<file path="src/hw/rtl/m3ms_pkg.sv">
// shared constants and the median-of-three helper for the median/moving-sum filter
package m3ms_pkg;

    localparam int CFG_BITS = 7;
    localparam logic [CFG_BITS-1:0] WINDOW_COUNT_RESET = 7'd48;
    localparam int MAX_WINDOW_DEF = 64;
    localparam int SAMPLE_BITS_DEF = 20;
    localparam int MEDIAN_DEPTH = 3;
    localparam int MEDIAN_CELLS = MEDIAN_DEPTH - 1;
    localparam int MIN_WINDOW = 2;

    // middle value of three unsigned samples
    function automatic logic [31:0] mid_of_three(
        input logic [31:0] a,
        input logic [31:0] b,
        input logic [31:0] c
    );
        logic [31:0] lo;
        logic [31:0] hi;
        logic [31:0] mid;
        lo = (a < b) ? a : b;
        hi = (a < b) ? b : a;
        if (c <= lo) begin
            mid = lo;
        end else if (c >= hi) begin
            mid = hi;
        end else begin
            mid = c;
        end
        return mid;
    endfunction

endpackage

</file>
<file path="src/hw/rtl/m3ms_cell.sv">
// one cell of the median history chain: a sample and its occupied flag
module m3ms_cell
    import m3ms_pkg::*;
#(
    parameter int SAMPLE_BITS = SAMPLE_BITS_DEF
) (
    input  logic                   i_clk,
    input  logic                   i_rst_n,
    input  logic                   i_shift,
    input  logic [SAMPLE_BITS-1:0] i_sample,
    input  logic                   i_occ,
    output logic [SAMPLE_BITS-1:0] o_sample,
    output logic                   o_occ
);

    logic [SAMPLE_BITS-1:0] r_sample;
    logic                   r_occ;

    // occupied flag walks down the chain with the data
    always_ff @(posedge i_clk) begin
        if (!i_rst_n) begin
            r_occ <= 1'b0;
        end else if (i_shift) begin
            r_occ <= i_occ;
        end
    end

    always_ff @(posedge i_clk) begin
        if (i_shift) begin
            r_sample <= i_sample;
        end
    end

    assign o_sample = r_sample;
    assign o_occ    = r_occ;

endmodule

</file>
<file path="src/hw/rtl/m3ms_window.sv">
// moving window ring: sample memory, valid bits, ring index and full flag
module m3ms_window
    import m3ms_pkg::*;
#(
    parameter int MAX_WINDOW  = MAX_WINDOW_DEF,
    parameter int SAMPLE_BITS = SAMPLE_BITS_DEF
) (
    input  logic                   i_clk,
    input  logic                   i_rst_n,
    input  logic                   i_wr_en,
    input  logic [CFG_BITS-1:0]    i_count,
    input  logic [SAMPLE_BITS-1:0] i_data,
    output logic [SAMPLE_BITS-1:0] o_old,
    output logic                   o_full
);

    localparam int IW = $clog2(MAX_WINDOW);
    localparam int CW = (CFG_BITS > IW + 1) ? CFG_BITS : IW + 1;

    logic [SAMPLE_BITS-1:0] r_mem [MAX_WINDOW];
    logic [MAX_WINDOW-1:0]  r_valid;
    logic [IW-1:0]          r_idx;
    logic                   r_full;
    logic [SAMPLE_BITS-1:0] r_rd;
    logic                   r_rd_valid;

    logic [CW-1:0] w_count_ext;
    logic [CW-1:0] w_count_eff;
    logic [CW-1:0] w_nxt_ext;
    logic          w_wrap;
    logic [IW-1:0] w_cur;
    logic [IW-1:0] w_nxt;

    // clamp the programmed count into the legal range
    always_comb begin
        w_count_ext = CW'(i_count);
        if (w_count_ext < CW'(MIN_WINDOW)) begin
            w_count_eff = CW'(MIN_WINDOW);
        end else if (w_count_ext > CW'(MAX_WINDOW)) begin
            w_count_eff = CW'(MAX_WINDOW);
        end else begin
            w_count_eff = w_count_ext;
        end
    end

    assign w_cur     = r_idx;
    assign w_nxt_ext = CW'(r_idx) + CW'(1);
    assign w_wrap    = (w_nxt_ext >= w_count_eff);
    assign w_nxt     = w_wrap ? '0 : w_nxt_ext[IW-1:0];

    always_ff @(posedge i_clk) begin
        if (!i_rst_n) begin
            r_valid    <= '0;
            r_idx      <= '0;
            r_full     <= 1'b0;
            r_rd_valid <= 1'b0;
        end else if (i_wr_en) begin
            r_valid[w_cur] <= 1'b1;
            r_rd_valid     <= r_valid[w_nxt];
            r_idx          <= w_nxt;
            r_full         <= r_full | w_wrap;
        end
    end

    // write at the current slot, read the slot the index moves to
    always_ff @(posedge i_clk) begin
        if (i_wr_en) begin
            r_mem[w_cur] <= i_data;
            r_rd         <= r_mem[w_nxt];
        end
    end

    // a slot never written since reset reads as zero
    assign o_old  = r_rd_valid ? r_rd : '0;
    assign o_full = r_full;

    a_full_sticky : assert property (@(posedge i_clk) disable iff (!i_rst_n)
        r_full |=> r_full)
        else $error("window full flag dropped");

    a_idx_range : assert property (@(posedge i_clk) disable iff (!i_rst_n)
        CW'(r_idx) < CW'(MAX_WINDOW))
        else $error("window index beyond ring");

    a_slot_marked : assert property (@(posedge i_clk) disable iff (!i_rst_n)
        i_wr_en |=> r_valid[$past(w_cur)])
        else $error("written slot not marked valid");

endmodule

</file>
<file path="src/hw/rtl/median3_moving_sum.sv">
// top level: median-of-three pre-filter feeding a moving-sum window
// datapath: an accepted request waits in stage one and moves into the output
//   register once that register is free, which presents it on the outputs
// throughput: one request per cycle unless stalled, set by the single-port-pair
//   window memory (a write at the current slot, a read of the next, per request)
// reset: synchronous, active low; clears chain occupancy, valid and ring full flags,
//   index, total and all window valid bits; requests are taken right after reset
module median3_moving_sum
    import m3ms_pkg::*;
#(
    parameter int MAX_WINDOW  = MAX_WINDOW_DEF,
    parameter int SAMPLE_BITS = SAMPLE_BITS_DEF
) (
    input  logic                                       i_clk,
    input  logic                                       i_rst_n,
    input  logic                                       i_cfg_we,
    input  logic [CFG_BITS-1:0]                        i_cfg_wdata,
    input  logic                                       i_valid,
    output logic                                       o_stall,
    input  logic [SAMPLE_BITS-1:0]                     i_pressure_sample,
    output logic                                       o_valid,
    input  logic                                       i_stall,
    output logic [SAMPLE_BITS+$clog2(MAX_WINDOW)-1:0]  o_pressure_total,
    output logic [SAMPLE_BITS-1:0]                     o_filtered_sample,
    output logic                                       o_window_full
);

    // total wide enough for a full window of maximum samples
    localparam int TOTAL_BITS = SAMPLE_BITS + $clog2(MAX_WINDOW);

    // configuration
    logic [CFG_BITS-1:0] r_window_count;

    // median chain
    logic [SAMPLE_BITS-1:0] w_cell_q   [MEDIAN_CELLS];
    logic                   w_cell_occ [MEDIAN_CELLS];
    logic [SAMPLE_BITS-1:0] w_filt;

    // pipeline: stage one holds the filtered sample while the old slot is read
    logic                   w_accept;
    logic                   w_move;
    logic                   r_s1_valid;
    logic [SAMPLE_BITS-1:0] r_s1_filt;
    logic [SAMPLE_BITS-1:0] w_old;
    logic                   w_win_full;

    // output register; the running total is also the presented total
    logic                   r_o_valid;
    logic [TOTAL_BITS-1:0]  r_total;
    logic [SAMPLE_BITS-1:0] r_o_filt;
    logic                   r_o_full;

    // window count register; the user must write it only while idle, the block does not enforce this
    always_ff @(posedge i_clk) begin
        if (!i_rst_n) begin
            r_window_count <= WINDOW_COUNT_RESET;
        end else if (i_cfg_we) begin
            r_window_count <= i_cfg_wdata;
        end
    end

    // handshake: stage one moves on whenever the output register is free,
    // so a new request is taken in the same cycle a finished one leaves
    assign w_move   = r_s1_valid && (!r_o_valid || !i_stall);
    assign o_stall  = r_s1_valid && !w_move;
    assign w_accept = i_valid && !o_stall;

    // history chain: cell 0 takes the new sample, cell 1 the previous one
    genvar g;
    generate
        for (g = 0; g < MEDIAN_CELLS; g++) begin : g_cell
            logic [SAMPLE_BITS-1:0] w_d;
            logic                   w_occ_in;
            if (g == 0) begin : g_head
                assign w_d      = i_pressure_sample;
                assign w_occ_in = 1'b1;
            end else begin : g_link
                assign w_d      = w_cell_q[g-1];
                assign w_occ_in = w_cell_occ[g-1];
            end
            m3ms_cell #(
                .SAMPLE_BITS (SAMPLE_BITS)
            ) u_cell (
                .i_clk    (i_clk),
                .i_rst_n  (i_rst_n),
                .i_shift  (w_accept),
                .i_sample (w_d),
                .i_occ    (w_occ_in),
                .o_sample (w_cell_q[g]),
                .o_occ    (w_cell_occ[g])
            );
        end
    endgenerate

    // median once two earlier samples are held, raw sample before that
    assign w_filt = w_cell_occ[MEDIAN_CELLS-1]
                  ? SAMPLE_BITS'(mid_of_three(32'(i_pressure_sample),
                                              32'(w_cell_q[0]),
                                              32'(w_cell_q[1])))
                  : i_pressure_sample;

    // window ring: written with the filtered sample on accept, the slot the
    // index moves to is read back at the same edge (never the same slot)
    m3ms_window #(
        .MAX_WINDOW  (MAX_WINDOW),
        .SAMPLE_BITS (SAMPLE_BITS)
    ) u_window (
        .i_clk   (i_clk),
        .i_rst_n (i_rst_n),
        .i_wr_en (w_accept),
        .i_count (r_window_count),
        .i_data  (w_filt),
        .o_old   (w_old),
        .o_full  (w_win_full)
    );

    // stage one
    always_ff @(posedge i_clk) begin
        if (!i_rst_n) begin
            r_s1_valid <= 1'b0;
        end else if (w_accept) begin
            r_s1_valid <= 1'b1;
        end else if (w_move) begin
            r_s1_valid <= 1'b0;
        end
    end

    always_ff @(posedge i_clk) begin
        if (w_accept) begin
            r_s1_filt <= w_filt;
        end
    end

    // output stage: total adds the new value and drops the next slot,
    // wrapping modulo the total width
    always_ff @(posedge i_clk) begin
        if (!i_rst_n) begin
            r_o_valid <= 1'b0;
            r_total   <= '0;
        end else if (w_move) begin
            r_o_valid <= 1'b1;
            r_total   <= r_total + TOTAL_BITS'(r_s1_filt) - TOTAL_BITS'(w_old);
        end else if (!i_stall) begin
            r_o_valid <= 1'b0;
        end
    end

    // full flag is sampled before the next request can update it
    always_ff @(posedge i_clk) begin
        if (w_move) begin
            r_o_filt <= r_s1_filt;
            r_o_full <= w_win_full;
        end
    end

    assign o_valid           = r_o_valid;
    assign o_pressure_total  = r_total;
    assign o_filtered_sample = r_o_filt;
    assign o_window_full     = r_o_full;

    a_accept_loads : assert property (@(posedge i_clk) disable iff (!i_rst_n)
        (w_accept && i_rst_n) |=> r_s1_valid)
        else $error("accepted request missing from stage one");

    a_raw_pass : assert property (@(posedge i_clk) disable iff (!i_rst_n)
        (w_accept && i_rst_n && !w_cell_occ[MEDIAN_CELLS-1])
            |=> (r_s1_filt == $past(i_pressure_sample)))
        else $error("raw sample not passed before median chain filled");

    a_out_source : assert property (@(posedge i_clk) disable iff (!i_rst_n)
        $rose(r_o_valid) |-> $past(r_s1_valid))
        else $error("result appeared without a request in stage one");

endmodule
</file>
<file path="config.mk">
export PLATFORM = sky130hd
export DESIGN_NAME = median3_moving_sum
export DESIGN_NICKNAME = d
export VERILOG_FILES = /design/src/hw/rtl/m3ms_pkg.sv /design/src/hw/rtl/m3ms_cell.sv /design/src/hw/rtl/m3ms_window.sv /design/src/hw/rtl/median3_moving_sum.sv
export SDC_FILE = /design/constraint.sdc
export NUM_CORES = 2
export LEC_CHECK = 0
export ABC_AREA = 1
export BUFFER_PORTS_ARGS = -buffer_cell sky130_fd_sc_hd__buf_2
export CAP_MARGIN = 30
export CORE_MARGIN = 3
export CORE_UTILIZATION = 60
export DETAILED_ROUTE_END_ITERATION = 10
export PLACE_DENSITY = 0.81
export SLEW_MARGIN = 30
export SYNTH_ARGS = -nofsm -noshare
export SYNTH_HDL_FRONTEND = slang
export SYNTH_HIERARCHICAL = 1
export SYNTH_SLANG_ARGS = --single-unit
</file>
<file path="constraint.sdc">
create_clock -name i_clk -period 7.36 [get_ports i_clk]
set_clock_uncertainty 0.1 [all_clocks]
set_input_delay 0.736 -clock i_clk [delete_from_list [all_inputs] [get_ports i_clk]]
set_output_delay 0.736 -clock i_clk [all_outputs]
set_load 0.01 [all_outputs]
</file>
==> parameters.txt <==
Parameter                              Value

Critical path
  Largest stage delay on the critical path ... 0.67 ns
  Cell Chain, Critical Path ... inv_1 -> ha_1 -> nand2_2 -> nor2_4 -> nand2_1 -> inv_1 -> nand2_1 -> nand3_4 -> nand2_1 -> and2_1 -> ha_1 -> nand2_1 -> inv_1 -> nand2_1 -> nand2_1 -> a21oi_1 -> nand4_2 -> buf_4 -> nand3_1 -> nand2_1 -> a21oi_4 -> buf_4
  CP required ... 7.82 ns
  CP Data Arrival Time ... 6.31 ns
  Critical Path Most Common Cell ... nand2_1
  Crit Path Category ... reg -> reg
  Internal reg-to-reg setup slack ... 1.52 ns
  Top fanout value on the critical path ... 40
  Library cell contributing the largest single delay on the critical path ... a21oi_4
  Sort of element at the end of the critical path ... flop
  Setup crit start kind ... flop

Min path
  Worst Hold Class ... in -> reg

Floorplanning
  Std-Cell Rows ... 119
  IO Pins ... 81
  Core region area ... 106,000 sq um
  Die Area ... 112,000 sq um
  Initial Util ... 60.9%
  Vertical extent of the die ... 334 um
  Floorplan die width ... 334 um

CTS
  Post-CTS Resized ... 0
  Clock latency on the worst-skew pair ... 0.75 ns
  H-tree depth ... 4
  Clock transition at the registers of the reported paths ... 0.06 ns
  Clock Root Buffer ... clkbuf_16
  Number of sinks on the clock net ... 1,490
  TritonCTS clock tree ... built
  Post-CTS Setup Bufs ... 0
  CTS hold repair buffers ... 0
  Clock Path Buffers ... 3
  Number of buffers added by the clock tree synthesis step ... 146

Synthesis
  Area of the mapped netlist ... 64,600 sq um
  Syn. warnings ... 6
  Synthesis-stage register bit count ... 1,490
  Synthesized net count ... 5,767
  Cells after synthesis ... 5,622
  Library cells used by synthesis ... 40
  Portion of the post-synthesis area used by sequential elements ... 67.6%
  Post-synthesis area per instance ... 11.5 sq um

Routing
  Drt initial violations ... 6,821
  Total iterations of the first detailed-routing run ... 8
  Vias per cell ... 6.41
  Antenna violation net count after detailed routing ... 0
  Total vias in the final route ... 45,700
  Wire length reported by the detailed router ... 177,000 um
  Drt wl/cell ... 24.9 um
  Drc violations ... 0

STA
  Slew at the pin with the worst max-slew slack ... 1.08 ns
  Number of setup violations in the final report ... 0
  Maximum operating frequency ... 0.171 GHz
  Max Transition Viols Final ... 0
  Final count of hold timing violations ... 0
  Unrepaired setup endpoints after global routing ... false
  Final Cycle Share ... 79.4%
  Normalized max-slew margin ... 28.2%
  Final sum of negative setup slack ... 0 ns
  Final worst path period need ... 5.84 ns

Flow run
  Max-cap violations ... 0

Layout
  Synth-to-layout area growth ... 11.3%
  Post-route design area ... 71,900 sq um
  Util after Layout ... 67.8%
  Post-layout net count ... 5,761
  Share of final-layout standard cells stronger than drive strength 1 ... 11.5%

Global routing
  Total overflow reported by the global router ... 0
  GRT Total Usage ... 31.3%
  Largest net degree at the start of global routing ... 219
  Number of global-route vias before repair ... 44,000
  Number of antenna violations at the first check in global routing ... 5
  First-pass GRT wire length ... 264,000 um

Placement
  PortBufs ... 80
  Post-DP HPWL ... 99,800 um
  Gp weighted congestion ... 0.886
  Placed cell areas ... 66,900 sq um

Status
  Result of the run ... finished, final reports clean

Power
  Total power after layout ... 21.4 mW
  Static Leakage ... 25.0 nW
  PwrDens ... 298 nW/um^2
  IR drop worst, VDD ... 0.000225 V
## placed cells by master (no fill, tap or decap), types with 3 or more instances in the layout
| master | n |
|---|---|
| a21o_1 | 8 |
| a21oi_1 | 102 |
| a21oi_4 | 22 |
| and2_1 | 20 |
| buf_12 | 19 |
| buf_16 | 12 |
| buf_2 | 80 |
| buf_4 | 72 |
| bufinv_16 | 10 |
| clkbuf_1 | 36 |
| clkbuf_16 | 148 |
| clkbuf_8 | 5 |
| clkinv_1 | 36 |
| clkinv_16 | 3 |
| clkinv_2 | 20 |
| clkinvlp_4 | 3 |
| dfxtp_1 | 109 |
| diode_2 | 3 |
| edfxtp_1 | 1381 |
| fa_1 | 20 |
| ha_1 | 93 |
| inv_1 | 318 |
| inv_16 | 3 |
| inv_2 | 4 |
| inv_6 | 8 |
| nand2_1 | 368 |
| nand3_1 | 705 |
| nand3_4 | 4 |
| nand4_1 | 67 |
| nor2_1 | 921 |
| nor2_2 | 15 |
| nor2_4 | 56 |
| nor3_1 | 16 |
| o211ai_1 | 323 |
| o21ai_0 | 367 |
| o21ai_1 | 4 |
| or2_0 | 158 |
| or2_2 | 165 |
| xor2_1 | 14 |
## logic make-up after synthesis
logic type                 Yosys count  share of synthesized area, %
AOI/OAI and AO/OA                  832                          7.79
xor gates and xnor gates            16                         0.217
adders and majority gates          113                          2.42
buffers and inverters              669                          4.32
DFF                               1490                          67.6
other                                1                       0.00581
and+or+nand+nor                   2501                          17.6
## registers in the layout (all words and copies together) (netlist names)
signal	cells
g_cell.u_cell/o_occ	2
u_window/r_mem	1280
u_window/o_full	1
u_window/r_valid	64
r_s1_valid	1
o_window_full	1
o_filtered_sample	20
g_cell.u_cell/o_sample	40
u_window/r_rd_valid	1
o_pressure_total	26
u_window/r_rd	20
r_window_count	7
r_s1_filt	20
o_valid	1
u_window/r_idx	6
## final cells by class
class	count	area [sq um]
Fill cell	7087	34200
Clock buffer	189	3910
Sequential cell	1490	43700
Antenna cell	3	7.51
Inverter	329	1250
Multi-Input combinational cell	3463	18800
Tap cell	1391	1740
Clock inverter	80	787
Timing Repair Buffer	186	1690
## power breakdown
part	switching, mW	internal, mW	leakage (nW)
combinational	3.11	1.30	9.36
sequential	0.0959	9.59	13.4
clock	3.18	4.14	2.28
total	6.39	15.0	25.0
## path summary, 6_finish.rpt
| kind | startpoint | endpoint | cells past startpoint |
|---|---|---|---|
| max | g_cell[0].u_cell/o_sample[19] | u_window/r_mem[10][9] | 22 |
| min | i_cfg_wdata[5] | r_window_count[5] | 3 |
| max reg2reg | g_cell[0].u_cell/o_sample[19] | u_window/r_mem[10][9] | 22 |
| min reg2reg | r_s1_filt[0] | o_filtered_sample[0] | 0 |
## through the flow
stage,cells,hold WS (ns),worst slack (ns)
floorplan,5622,0.309,1.81
global placement,6844,0.335,1.41
detailed placement,6849,0.342,1.25
CTS,7118,0.0829,1.58
global route,7129,0.124,1.01
finish,7131,0.120,1.52
## Yosys cell counts (all sizes together)
| cell | count | area share (%) |
|---|---|---|
| o211ai | 323 | 3.8 |
| nand2 | 371 | 2.2 |
| nand4 | 68 | 0.67 |
| or2 | 323 | 3.1 |
| conb | 1 | 0.0058 |
| dfxtp | 109 | 3.4 |
| o21ai | 371 | 2.9 |
| o21a | 2 | 0.023 |
| a21oi | 124 | 1.0 |
| clkbuf | 177 | 1.0 |
| xor2 | 14 | 0.19 |
| edfxtp | 1381 | 64 |
| nor3 | 16 | 0.12 |
| xnor2 | 2 | 0.027 |
| ha | 93 | 1.8 |
| nand3 | 709 | 5.5 |
| buf | 163 | 1.4 |
| and2 | 20 | 0.19 |
| a21o | 8 | 0.093 |
| a21boi | 1 | 0.012 |
| o21bai | 2 | 0.023 |
| nor2 | 992 | 5.8 |
| inv | 325 | 1.9 |
| a211oi | 1 | 0.012 |
| fa | 20 | 0.62 |
| nor4 | 2 | 0.019 |
| clkinv | 4 | 0.023 |
## critical path: cells and delay by family, from the launching register on
kind	cells	cell delay, ns
AO/OA/AOI/OAI	2	0.85
buffers and inverters	5	0.97
flip-flops	1	0.45
AND/OR/NAND/NOR	13	2.68
adder cells (fa/ha/maj)	2	0.54
## routing by layer
layer  vias up  global-route usage, %  wire (um)
met5         -                      0         14
met4         2                   15.6       9160
met3       543                   6.54      21600
met2      3234                   50.1      83900
met1     22000                   41.1      62800
li1      20000                      -          -
Note: power is estimated with default switching activity, not from simulation.
